==> src/rtl/core/assert_macros.svh <==
// Assertion macros shared by the tracker modules.
// Define NO_ASSERTIONS to compile them away.
`ifndef ASSERT_MACROS_SVH
`define ASSERT_MACROS_SVH
`ifndef NO_ASSERTIONS
`define ASSERT_CLK(label, clk, rst, prop) \
  label: assert property (@(posedge clk) disable iff (rst) prop) else $error("assertion failed");
`define ASSERT_CLK_NR(label, clk, prop) \
  label: assert property (@(posedge clk) prop) else $error("assertion failed");
`else
`define ASSERT_CLK(label, clk, rst, prop)
`define ASSERT_CLK_NR(label, clk, prop)
`endif
`endif

==> src/rtl/core/mpevt_pkg.sv <==
// Shared types and constants for the MPE voice state tracker.
// No dependencies.
`default_nettype none
package mpevt_pkg;
  localparam int Voices = 16;
  localparam int SlotW = $clog2(Voices);

  localparam logic [3:0] StNoteOff = 4'h8;
  localparam logic [3:0] StNoteOn = 4'h9;
  localparam logic [3:0] StPolyPress = 4'hA;
  localparam logic [3:0] StCtrl = 4'hB;
  localparam logic [3:0] StChanPress = 4'hD;
  localparam logic [3:0] StBend = 4'hE;

  localparam logic [6:0] CcAllOff = 7'd121;
  localparam logic [6:0] CcSlide = 7'd74;
  localparam logic [6:0] CcMod = 7'd1;
  localparam logic [6:0] CcNrpnMsb = 7'd99;
  localparam logic [6:0] CcNrpnLsb = 7'd98;
  localparam logic [6:0] CcDataMsb = 7'd6;
  localparam logic [6:0] CcDataLsb = 7'd38;

  localparam logic [6:0] NoteReset = 7'd60;
  localparam logic [13:0] BendReset = 14'd8192;

  localparam logic [0:0] AddrMode = 1'b0;
  localparam logic [0:0] AddrSelect = 1'b1;

  typedef enum logic [2:0] {
    S_IDLE, S_APPLY, S_SCAN, S_REPORT, S_OUT
  } state_t;

  typedef struct packed {
    logic load;
    logic apply;
    logic scan_step;
    logic take_slot;
    logic report;
  } cmd_t;

  typedef struct packed {
    logic is_search;
    logic scan_hit;
    logic scan_last;
  } stat_t;
endpackage
`default_nettype wire

==> src/rtl/core/mpevt_ctrl.sv <==
// Controller state machine for the voice tracker.
// Depends on mpevt_pkg.
`default_nettype none
module mpevt_ctrl (
  input  wire logic clk,
  input  wire logic rst,
  input  wire logic in_valid,
  output logic in_ready,
  output logic out_valid,
  input  wire logic out_ready,
  input  wire mpevt_pkg::stat_t stat,
  output mpevt_pkg::cmd_t cmd
);
  mpevt_pkg::state_t state, state_next;

  always_ff @(posedge clk) begin
    if (rst) state <= mpevt_pkg::S_IDLE;
    else state <= state_next;
  end

  always_comb begin
    state_next = state;
    cmd = '0;
    in_ready = 1'b0;
    out_valid = 1'b0;
    case (state)
      mpevt_pkg::S_IDLE: begin
        in_ready = 1'b1;
        if (in_valid) begin
          cmd.load = 1'b1;
          state_next = mpevt_pkg::S_APPLY;
        end
      end
      mpevt_pkg::S_APPLY: begin
        if (stat.is_search) state_next = mpevt_pkg::S_SCAN;
        else begin
          cmd.apply = 1'b1;
          state_next = mpevt_pkg::S_REPORT;
        end
      end
      mpevt_pkg::S_SCAN: begin
        cmd.scan_step = 1'b1;
        if (stat.scan_hit || stat.scan_last) begin
          cmd.take_slot = 1'b1;
          state_next = mpevt_pkg::S_REPORT;
        end
      end
      mpevt_pkg::S_REPORT: begin
        cmd.report = 1'b1;
        state_next = mpevt_pkg::S_OUT;
      end
      mpevt_pkg::S_OUT: begin
        out_valid = 1'b1;
        if (out_ready) begin
          in_ready = 1'b1;
          if (in_valid) begin
            cmd.load = 1'b1;
            state_next = mpevt_pkg::S_APPLY;
          end else state_next = mpevt_pkg::S_IDLE;
        end
      end
      default: state_next = mpevt_pkg::S_IDLE;
    endcase
  end

`include "assert_macros.svh"
  `ASSERT_CLK(a_take_in_scan, clk, rst, cmd.take_slot |-> state == mpevt_pkg::S_SCAN)
  `ASSERT_CLK(a_out_after_report, clk, rst, (state == mpevt_pkg::S_OUT && $past(state) != mpevt_pkg::S_OUT) |-> $past(state) == mpevt_pkg::S_REPORT)
  `ASSERT_CLK(a_load_ready, clk, rst, cmd.load |-> in_ready && in_valid)
endmodule
`default_nettype wire

==> src/rtl/core/mpevt_dp.sv <==
// Datapath for the voice tracker: slot registers, rotation search, NRPN decoder.
// Depends on mpevt_pkg.
`default_nettype none
module mpevt_dp (
  input  wire logic clk,
  input  wire logic rst,
  input  wire mpevt_pkg::cmd_t cmd,
  output mpevt_pkg::stat_t stat,
  input  wire logic mode_pc,
  input  wire logic [13:0] nsel,
  input  wire logic in_func,
  input  wire logic [3:0] in_status,
  input  wire logic [3:0] in_ch,
  input  wire logic [6:0] in_d1,
  input  wire logic [6:0] in_d2,
  output logic [15:0] gate_mask,
  output logic [3:0] slot,
  output logic [6:0] note_out,
  output logic [6:0] strike_out,
  output logic [6:0] lift_out,
  output logic [6:0] press_out,
  output logic [6:0] slide_out,
  output logic [6:0] mod_out,
  output logic [13:0] bend_out,
  output logic [13:0] nrpn_value,
  output logic nrpn_match
);
  localparam int V = mpevt_pkg::Voices;
  localparam int SW = mpevt_pkg::SlotW;
  localparam logic [SW-1:0] Last = SW'(V - 1);

  logic func;
  logic [3:0] status, ch;
  logic [6:0] d1, d2;
  logic [6:0] s_note [V], s_strike [V], s_lift [V], s_press [V], s_slide [V], s_mod [V];
  logic [13:0] s_bend [V];
  logic [V-1:0] s_gate;
  logic [SW-1:0] rot, probe;
  logic [SW:0] scan_cnt;
  logic [3:0] rep;
  logic [6:0] parts [4];
  logic [3:0] have;
  logic [SW-1:0] chs;
  logic ch_ok, is_on;
  logic [1:0] pidx;
  logic pvalid;
  logic [3:0] have_new;
  logic [6:0] p0, p1;
  logic [3:0] rep_next;
  logic [13:0] nrpn_data_q;
  logic led;

  assign ch_ok = 32'(ch) < V;
  assign chs = ch[SW-1:0];
  assign is_on = !func && status == mpevt_pkg::StNoteOn && d2 != 7'd0;
  assign probe = (rot == Last) ? '0 : rot + 1'b1;
  assign stat.is_search = is_on && !mode_pc;
  assign stat.scan_hit = !s_gate[probe];
  assign stat.scan_last = 32'(scan_cnt) == V;

  always_comb begin
    pvalid = ch == 4'd0;
    pidx = 2'd0;
    case (d1)
      mpevt_pkg::CcNrpnMsb: pidx = 2'd0;
      mpevt_pkg::CcNrpnLsb: pidx = 2'd1;
      mpevt_pkg::CcDataMsb: pidx = 2'd2;
      mpevt_pkg::CcDataLsb: pidx = 2'd3;
      default: pvalid = 1'b0;
    endcase
    have_new = have | (4'd1 << pidx);
    p0 = (pidx == 2'd0) ? d2 : parts[0];
    p1 = (pidx == 2'd1) ? d2 : parts[1];
  end

  always_ff @(posedge clk) begin
    if (cmd.load) begin
      func <= in_func;
      status <= in_status;
      ch <= in_ch;
      d1 <= in_d1;
      d2 <= in_d2;
      scan_cnt <= '0;
    end
    if (cmd.scan_step) scan_cnt <= scan_cnt + 1'b1;
    if (cmd.report) begin
      gate_mask <= 16'(s_gate);
      slot <= rep;
      if (32'(rep) < V) begin
        note_out <= s_note[rep[SW-1:0]];
        strike_out <= s_strike[rep[SW-1:0]];
        lift_out <= s_lift[rep[SW-1:0]];
        press_out <= s_press[rep[SW-1:0]];
        slide_out <= s_slide[rep[SW-1:0]];
        mod_out <= s_mod[rep[SW-1:0]];
        bend_out <= s_bend[rep[SW-1:0]];
      end else begin
        note_out <= '0; strike_out <= '0; lift_out <= '0; press_out <= '0;
        slide_out <= '0; mod_out <= '0; bend_out <= '0;
      end
      nrpn_value <= 14'(0) | nrpn_data_q;
      nrpn_match <= led;
    end
  end

  always_comb begin
    rep_next = rep;
    if (cmd.load) rep_next = '0;
    else if (cmd.apply) begin
      if (func) rep_next = ch;
      else if (is_on && mode_pc && ch_ok) rep_next = ch;
    end else if (cmd.take_slot) rep_next = 4'(probe);
  end

  always_ff @(posedge clk) begin
    if (rst) begin
      rot <= Last;
      have <= '0;
      nrpn_data_q <= '0;
      led <= 1'b0;
      rep <= '0;
      s_gate <= '0;
      for (int i = 0; i < 4; i++) parts[i] <= '0;
      for (int i = 0; i < V; i++) begin
        s_note[i] <= mpevt_pkg::NoteReset;
        s_strike[i] <= '0; s_lift[i] <= '0; s_press[i] <= '0;
        s_slide[i] <= '0; s_mod[i] <= '0;
        s_bend[i] <= mpevt_pkg::BendReset;
      end
    end else begin
      rep <= rep_next;
      if (cmd.scan_step) rot <= probe;
      if (cmd.take_slot) begin
        s_note[probe] <= d1;
        s_gate[probe] <= 1'b1;
        s_strike[probe] <= d2;
      end
      if (cmd.apply && !func) begin
        case (status)
          mpevt_pkg::StNoteOff, mpevt_pkg::StNoteOn: begin
            if (status == mpevt_pkg::StNoteOn && d2 != 7'd0) begin
              if (ch_ok) begin
                s_note[chs] <= d1;
                s_gate[chs] <= 1'b1;
                s_strike[chs] <= d2;
              end
            end else begin
              for (int i = 0; i < V; i++) if (s_note[i] == d1) begin
                s_gate[i] <= 1'b0;
                s_lift[i] <= (status == mpevt_pkg::StNoteOn) ? 7'd0 : d2;
              end
            end
          end
          mpevt_pkg::StPolyPress: begin
            if (mode_pc) begin
              if (ch_ok) s_press[chs] <= d2;
            end else
              for (int i = 0; i < V; i++) if (s_note[i] == d1) s_press[i] <= d2;
          end
          mpevt_pkg::StChanPress: begin
            if (mode_pc) begin
              if (ch_ok) s_press[chs] <= d1;
            end else
              for (int i = 0; i < V; i++) s_press[i] <= d1;
          end
          mpevt_pkg::StBend: begin
            if (mode_pc) begin
              if (ch_ok) s_bend[chs] <= {d2, d1};
            end else s_bend[0] <= {d2, d1};
          end
          mpevt_pkg::StCtrl: begin
            if (d1 == mpevt_pkg::CcAllOff) begin
              for (int i = 0; i < V; i++) s_slide[i] <= '0;
              nrpn_data_q <= '0;
            end
            if (d1 == mpevt_pkg::CcSlide && ch_ok) s_slide[chs] <= d2;
            if (d1 == mpevt_pkg::CcMod) begin
              if (mode_pc) begin
                if (ch_ok) s_mod[chs] <= d2;
              end else s_mod[0] <= d2;
            end else if (pvalid) begin
              parts[pidx] <= d2;
              if (have_new == 4'hF) begin
                if ({p0, p1} != nsel) begin
                  led <= 1'b0;
                  have <= have_new;
                end else begin
                  led <= 1'b1;
                  nrpn_data_q <= {(pidx == 2'd2) ? d2 : parts[2],
                                  (pidx == 2'd3) ? d2 : parts[3]};
                  have <= '0;
                end
              end else begin
                led <= 1'b0;
                have <= have_new;
              end
            end
          end
          default: ;
        endcase
      end
    end
  end

  `include "assert_macros.svh"
  `ASSERT_CLK(a_take_free, clk, rst, (cmd.take_slot && !stat.scan_last) |-> stat.scan_hit)
  `ASSERT_CLK(a_take_gate, clk, rst, cmd.take_slot |=> s_gate[$past(probe)])
  `ASSERT_CLK(a_scan_only_search, clk, rst, cmd.scan_step |-> stat.is_search)
endmodule
`default_nettype wire

==> src/rtl/core/mpe_midi_voice_state_tracker_core.sv <==
// Top level of the MPE voice state tracker: APB registers, controller, datapath.
// Depends on mpevt_pkg, mpevt_ctrl, mpevt_dp.
//  channel | signals                          | direction
//  input   | in_valid/in_ready + fields       | in
//  output  | out_valid/out_ready + fields     | out
//  config  | APB psel..prdata                 | in/out
// A result is valid after its input transfer passes the apply and report steps. A
// rotative note-on adds a slot scan between them, one slot per cycle through the
// gate search.
// Reset is synchronous and restores every slot at once; no clearing pass.
// A result is held until taken; a new item is accepted in that same cycle.
`default_nettype none
module mpe_midi_voice_state_tracker_core (
  input  wire logic clk,
  input  wire logic rst,
  input  wire logic psel,
  input  wire logic penable,
  input  wire logic pwrite,
  input  wire logic [2:0] paddr,
  input  wire logic [31:0] pwdata,
  output logic [31:0] prdata,
  output logic pready,
  input  wire logic in_valid,
  output logic in_ready,
  input  wire logic func,
  input  wire logic [3:0] status,
  input  wire logic [3:0] midi_channel,
  input  wire logic [6:0] data1,
  input  wire logic [6:0] data2,
  output logic out_valid,
  input  wire logic out_ready,
  output logic [15:0] gate_mask,
  output logic [3:0] slot,
  output logic [6:0] note_out,
  output logic [6:0] strike_out,
  output logic [6:0] lift_out,
  output logic [6:0] press_out,
  output logic [6:0] slide_out,
  output logic [6:0] mod_out,
  output logic [13:0] bend_out,
  output logic [13:0] nrpn_value,
  output logic nrpn_match
);
  logic mode_pc;
  logic [13:0] nsel;
  mpevt_pkg::cmd_t cmd;
  mpevt_pkg::stat_t stat;

  assign pready = 1'b1;

  always_ff @(posedge clk) begin
    if (rst) begin
      mode_pc <= 1'b1;
      nsel <= 14'd1;
    end else if (psel && penable && pwrite && paddr[1:0] == 2'd0) begin
      case (paddr[2])
        mpevt_pkg::AddrMode: mode_pc <= pwdata[0];
        mpevt_pkg::AddrSelect: nsel <= pwdata[13:0];
        default: ;
      endcase
    end
  end

  always_comb begin
    case (paddr[2])
      mpevt_pkg::AddrMode: prdata = {31'd0, mode_pc};
      mpevt_pkg::AddrSelect: prdata = {18'd0, nsel};
      default: prdata = '0;
    endcase
  end

  mpevt_ctrl u_ctrl (
    .clk(clk), .rst(rst), .in_valid(in_valid), .in_ready(in_ready),
    .out_valid(out_valid), .out_ready(out_ready), .stat(stat), .cmd(cmd)
  );

  mpevt_dp u_dp (
    .clk(clk), .rst(rst), .cmd(cmd), .stat(stat), .mode_pc(mode_pc), .nsel(nsel),
    .in_func(func), .in_status(status), .in_ch(midi_channel), .in_d1(data1),
    .in_d2(data2), .gate_mask(gate_mask), .slot(slot), .note_out(note_out),
    .strike_out(strike_out), .lift_out(lift_out), .press_out(press_out),
    .slide_out(slide_out), .mod_out(mod_out), .bend_out(bend_out),
    .nrpn_value(nrpn_value), .nrpn_match(nrpn_match)
  );
endmodule
`default_nettype wire

==> config.mk <==
export PLATFORM = sky130hd
export DESIGN_NAME = mpe_midi_voice_state_tracker_core
export DESIGN_NICKNAME = d
export VERILOG_FILES = /design/src/rtl/core/mpevt_pkg.sv /design/src/rtl/core/mpevt_ctrl.sv /design/src/rtl/core/mpevt_dp.sv /design/src/rtl/core/mpe_midi_voice_state_tracker_core.sv
export VERILOG_INCLUDE_DIRS = /design/src /design/src/rtl/core
export SDC_FILE = /design/constraint.sdc
export NUM_CORES = 2
export LEC_CHECK = 0
export BUFFER_PORTS_ARGS = -buffer_cell sky130_fd_sc_hd__buf_2
export CORE_MARGIN = 2
export CORE_UTILIZATION = 23
export DETAILED_ROUTE_END_ITERATION = 8
export GPL_TIMING_DRIVEN = 1
export HOLD_SLACK_MARGIN = 0.08
export PLACE_DENSITY = 0.37
export SYNTH_ARGS = -nofsm -noshare
export SYNTH_HDL_FRONTEND = slang
export SYNTH_SLANG_ARGS = --single-unit
==> constraint.sdc <==
create_clock -name clk -period 8.2 [get_ports clk]
set_input_delay 0.82 -clock clk [delete_from_list [all_inputs] [get_ports clk]]
set_output_delay 0.82 -clock clk [all_outputs]
set_load 0.1 [all_outputs]
# Word-level counts from Yosys, hierarchy flattened
# Memories as Yosys holds them, arrays and structs flattened. A register that Yosys moved wholly into a read port is not among the register bits.
# Index checks and enable logic that the tools add are counted.
[classes]
n_addsub = 2
n_lt_le_gt_ge = 4
eq_ne = 44
n_shift = 1
n_mux = 396
n_bitwise = 72
n_reduce_logical = 40
[op_table]
columns = ["cell", "n"]
rows = [
  ["$mux 7", 79],
  ["$mux 1", 275],
  ["$eq 7x7->1", 16],
  ["$mux 14", 7],
  ["$mux 16", 5],
  ["$or 1x1->1", 67],
  ["$pmux 32 s2", 1],
  ["$mux 4", 15],
  ["$reduce_or 7->1", 8],
  ["$eq 4x4->1 const B", 8],
  ["$or 16x16->16", 2],
  ["$eq 7x7->1 const B", 4],
  ["$pmux 3 s5", 1],
  ["$ne 14x14->1", 1],
  ["$reduce_or 14->1", 1],
  ["$logic_and 1x1->1", 11],
  ["$lt 4x5->1 const B", 2],
  ["$mux 5", 2],
  ["$mux 3", 3],
  ["$demux 1 s4", 2],
  ["$ge 4x1->1 const B", 2],
  ["$reduce_and 2->1", 4],
  ["$eq 7x1->1 const B", 1],
  ["$eq 7x3->1 const B", 1],
  ["30 further kinds", 41],
]
[word_totals]
regBits = 124
ram_bits = 924
inputBits = 65
output_inout_bits = 126
memories = 8
[memory_table]
columns = ["name", "words", "width", "read_ports", "rd_ports_with_merged_regs", "write_ports", "line_no", "source"]
rows = [
  ["u_dp.s_bend", 16, 14, 1, 1, 16, "mpevt_dp.sv:36", "logic [13:0] s_bend [V];"],
  ["u_dp.s_lift", 16, 7, 1, 1, 16, "mpevt_dp.sv:35", "logic [6:0] s_note [V], s_strike [V], s_lift [V], s_press [V], s_slide [V], s_mod [V];"],
  ["u_dp.s_mod", 16, 7, 1, 1, 16, "mpevt_dp.sv:35", ""],
  ["u_dp.s_note", 16, 7, 17, 1, 16, "mpevt_dp.sv:35", ""],
  ["u_dp.s_press", 16, 7, 1, 1, 16, "mpevt_dp.sv:35", ""],
  ["u_dp.s_slide", 16, 7, 1, 1, 16, "mpevt_dp.sv:35", ""],
  ["2 more memories", "-", "-", "-", "-", "-", "-", ""],
]

# Depth between registers and ports, before layout
[depth]
word_depth = 14
depth_mapped = 12
depth_no_buf = 9

# Modules after synthesis
# Synthesis repeated with hierarchy kept, for this count alone.
[unflattened]
cells_unflattened = 3589
area_unflattened_um2 = 51200.4
[by_module_without_submodules]
columns = ["mod", "n_inst", "cells_each", "area_per_inst_um2", "seq_area_each_um2"]
rows = [
  ["mpevt_dp", 1, 3462, 50054.3, 32180.9],
  ["mpe_midi_voice_state_tracker_core", 1, 102, 937.1, 300.3],
  ["mpevt_ctrl", 1, 25, 209.0, 60.1],
]

# Worst setup path before layout
# Ideal clock, no wire load.
[synth_timing]
path_type = "input to register"
from = "input out_ready"
to = "register u_dp.ch[0], enable pin"
setup_ns = 0.381
t_arrival_ns = 3.867
setup_slack_ns = 3.952
cell_stages = 4
path_cell_list = "nor2b_1 -> nor3_1 -> nand2_1 -> inv_1"
[synth_lines]
columns = ["item", "line_no", "source"]
rows = [
  ["from (decl)", "mpe_midi_voice_state_tracker_core.sv:31", "input wire logic out_ready,"],
  ["to (signal assigned)", "mpevt_dp.sv:80", "ch <= in_ch;"],
  ["to (decl)", "mpevt_dp.sv:33", "logic [3:0] status, ch;"],
]

==> metrics.md <==
| Metric | Value |
|---|---|
| Status | finished, final reports clean |
| Final wirelength | between 150000 and 200000 um |
| Complex-gate fraction of the synthesized area | 0.0493 |
| DP HPWL | 112000 um |
| Gr usage total | 0.154 |
| Row cnt | 172 |
| Deepest level of the CTS H-tree | 4 |
| Final setup vio count | 0 |
| Crit path launch | u_dp.rot[0]$_SDFFE_PP1P_ |
| Syn-to-layout area delta | 17.0% |
| Initial core utilization | 0.231 |
| Ys Warns | 0 |
| Post-synthesis adder-cell area fraction | 0.00148 |
| Clock net sink count | 1104 |
| Clock latency on the worst-skew pair | 780 ps |
| FFs w/ async S/R, synth | 0 |
| Worst-path clk slew | around 60 ps |
| I/O Buffers | 153 |
| Seq/Total Area, Yosys | 0.641 |
| Crit. End Element | flop |
| Maxcap violations | 0 |
| Final Cycle Share | 0.673 |
| Routed len/inst | 26.5 um |
| Post-synthesis cell area | 50700 sq um |
| Top_reg_cell synth | edfxtp_1 |
| Most frequent cells in the layout | edfxtp_1 (1043), nor2_1 (368), mux4_2 (283) |
| Vias in the first global route | 31363 |
| Clock tree buffer depth | 3 |
| Number of max-slew violations in the final report | 0 |
| Largest family of logic cells by synthesized area | multiplexers |
| Worst hold path class | input port to flop |
| Maximum VDD drop | 169 uV |
| WP data arrival | 5930 ps |
| Pwr dens | ~280 nW/um^2 |
| Fill count | 22403 |
| Share of cells above drive strength 1 | 0.223 |
| Library cells used by synthesis | slightly below 80 |
| Post-synth top area share | 0.617 |
| Largest net degree at the start of global routing | around 100 |
| Die Wd | 474 um |
| Simple-gate share of the synthesized area | 0.122 |
| Via count | 30276 |
| Initial antenna violation count | 13 |
| XOR/XNOR share of the synthesized area | 0.0223 |
| Pleak | 20.0 nW |
| FF+latch count, synth | 1104 |
| Vias per inst | 4.60 |
| Nets@finish | around 3700 |
| Final Cell Area | about 59000 sq um |
| Post-Syn Area per Cell | 14.5 sq um |
| Die Y | 474 um |
| Multiplexer share of the synthesized area | 0.135 |
| Placed inst area | 55000 sq um |
| Final Worst Setup Slack | 2680 ps |
| # hold bufs at CTS | 0 |
| Core ar. | 220000 sq um |
| CTS Buf Count | 138 |
| Critical path required time | 8610 ps |
| Overflow after GRT | 0 |
| RD Place Congestion | 0.764 |
| Die area | 224000 sq um |
| Synth Instances | 3508 |
| Slew HR | 0.171 |
| DR pass1 iterations | 7 |
| Yosys top cell by area | edfxtp_1 |
| Commonest non-fill, non-tap cell in the layout | edfxtp_1 |
| Post-synth EDFFs | 1043 |
| Clk_skew | 32.1 ps |
| Post-route ant nets | 0 |
| Place WS | 2680 ps |
| Final min period | 5520 ps |
| Max frequency | 181 MHz |
| Total power | ~0.017 W |
| Root Buffer | clkbuf_16 |
| RSZ-0062 raised after global routing | no |
| Initial DRC count | about 2500 |
| Final Hold Viols | 0 |
| Max Fanout on Critical Path | 14 |
| CTS-repair resized insts | 0 |
| Worst r2r src | u_dp.rot[0]$_SDFFE_PP1P_ |
| Synth top area cells | edfxtp_1 (62%), mux4_2 (13%), nor2_1 (2.8%) |
| Critical Path Source Type | flop |
| Post-CTS Setup Repair Bufs | 0 |
| Fin Setup TNS | 0 ps |
| I/O pins | 191 |
| Min-delay src | data1[1] |
| Tightest Pin Transition | 1240 ps |
| Critical path type | flop to flop |
| DR DRC count | 0 |
| First-pass GRT wire length | about 250000 um |
| TritonCTS clock tree | done |
logic make-up (layout without fill, tap and decap cells):
group,after synthesis,count (layout)
simple gates,1243,1243
compound gates,334,334
mux,327,327
flops,1104,1104
buf+inv,363,547
other cells,2,22
fa+ha+maj,6,6
xor+xnor,129,129
flip-flops by register name, summed over array words and instances, names as in the netlist, 14 cells and up:
name,cells
u_dp.parts,28
u_dp.s_lift,112
u_dp.s_strike,112
u_dp.gate_mask,16
nsel,14
u_dp.s_gate,16
u_dp.bend_out,14
u_dp.s_slide,112
u_dp.s_note,112
u_dp.s_mod,112
u_dp.s_bend,224
u_dp.nrpn_value,14
u_dp.s_press,112
u_dp.nrpn_data_q,14
per-stage QoR:
| step | hold WS, ps | utilization | std cells |
|---|---|---|---|
| after floorplan | 406 | - | 3525 |
| after global placement | 450 | 0.250 | 6332 |
| after detailed placement | 449 | 0.250 | 6332 |
| after CTS | 146 | 0.270 | 6580 |
| after global routing | 169 | 0.270 | 6580 |
| final | 215 | 0.270 | 6583 |
cell type report:
| type | count | area (sq um) | share of cell area |
|---|---|---|---|
| clock buffers | 182 | 3720 | 0.0628 |
| multi-input cells | 2058 | 17000 | 0.287 |
| inverters | 28 | 106 | 0.00179 |
| repair buffers | 271 | 1680 | 0.0283 |
| well taps | 2871 | 3590 | 0.0605 |
| flip-flops and latches | 1104 | 32600 | 0.549 |
| diodes | 3 | 7.51 | 0.000127 |
| clock inverters | 66 | 647 | 0.0109 |
worst max-delay path, stage by stage, from the launching register on:
cell	delay (ps)
dfxtp_1	620
inv_1	230
ha_1	710
mux2_2	410
o21ai_0	370
o211ai_1	310
a21oi_1	1010
a21oi_1	550
o21ai_2	910
cells in the mapped netlist, types with 9 or more instances:
library cell / number
a221oi_1: 12
nand2b_1: 16
o21a_1: 9
nor3_1: 57
edfxtp_1: 1043
or3_1: 26
and2_1: 201
nand2_1: 231
buf_4: 20
xnor2_1: 63
mux2_2: 9
xor2_1: 66
dfxtp_1: 61
o211ai_1: 18
mux4_2: 283
mux2i_1: 35
and3_1: 164
o21ai_0: 51
clkbuf_1: 273
nor4_1: 52
or2_2: 9
o21ai_2: 9
inv_1: 27
nor2_1: 374
nand3_1: 51
a21o_1: 11
o21ai_1: 23
a22o_1: 112
buf_2: 13
nor2b_1: 14
a21oi_1: 33
nand4_1: 24
buf_1: 27
report_power, final:
group,total (W),switching (W),internal (W)
logic,0.00372,0.00268,0.00103
registers,0.00687,0.000283,0.00658
clock network,0.00600,0.00254,0.00346
total,0.0166,0.00551,0.0111
layer usage:
metal  global-route usage  wire length (um)  part of all wire  vias to the layer above
met5                    0                23           0.00013                        -
met2                0.254             84300              0.48                      721
met1                0.214             79800              0.46                    15777
met3               0.0236              7280             0.042                      176
li1                     -                 -                 -                    13598
met4               0.0333              2890             0.017                        4
worst paths after layout:
| kind | endpoint | slack (ps) | cells after the start |
|---|---|---|---|
| setup / recovery | u_dp.s_strike[14][0]$_SDFFCE_PN0P_ | 2680 | 8 |
| setup reg to reg | u_dp.s_strike[14][0]$_SDFFCE_PN0P_ | 2680 | 8 |
| hold reg to reg | u_dp.nrpn_value[7]$_DFFE_PP_ | 460 | 0 |
| hold / removal | u_dp.d1[1]$_DFFE_PP_ | 220 | 1 |
Note: power is estimated with default switching activity, not from simulation.
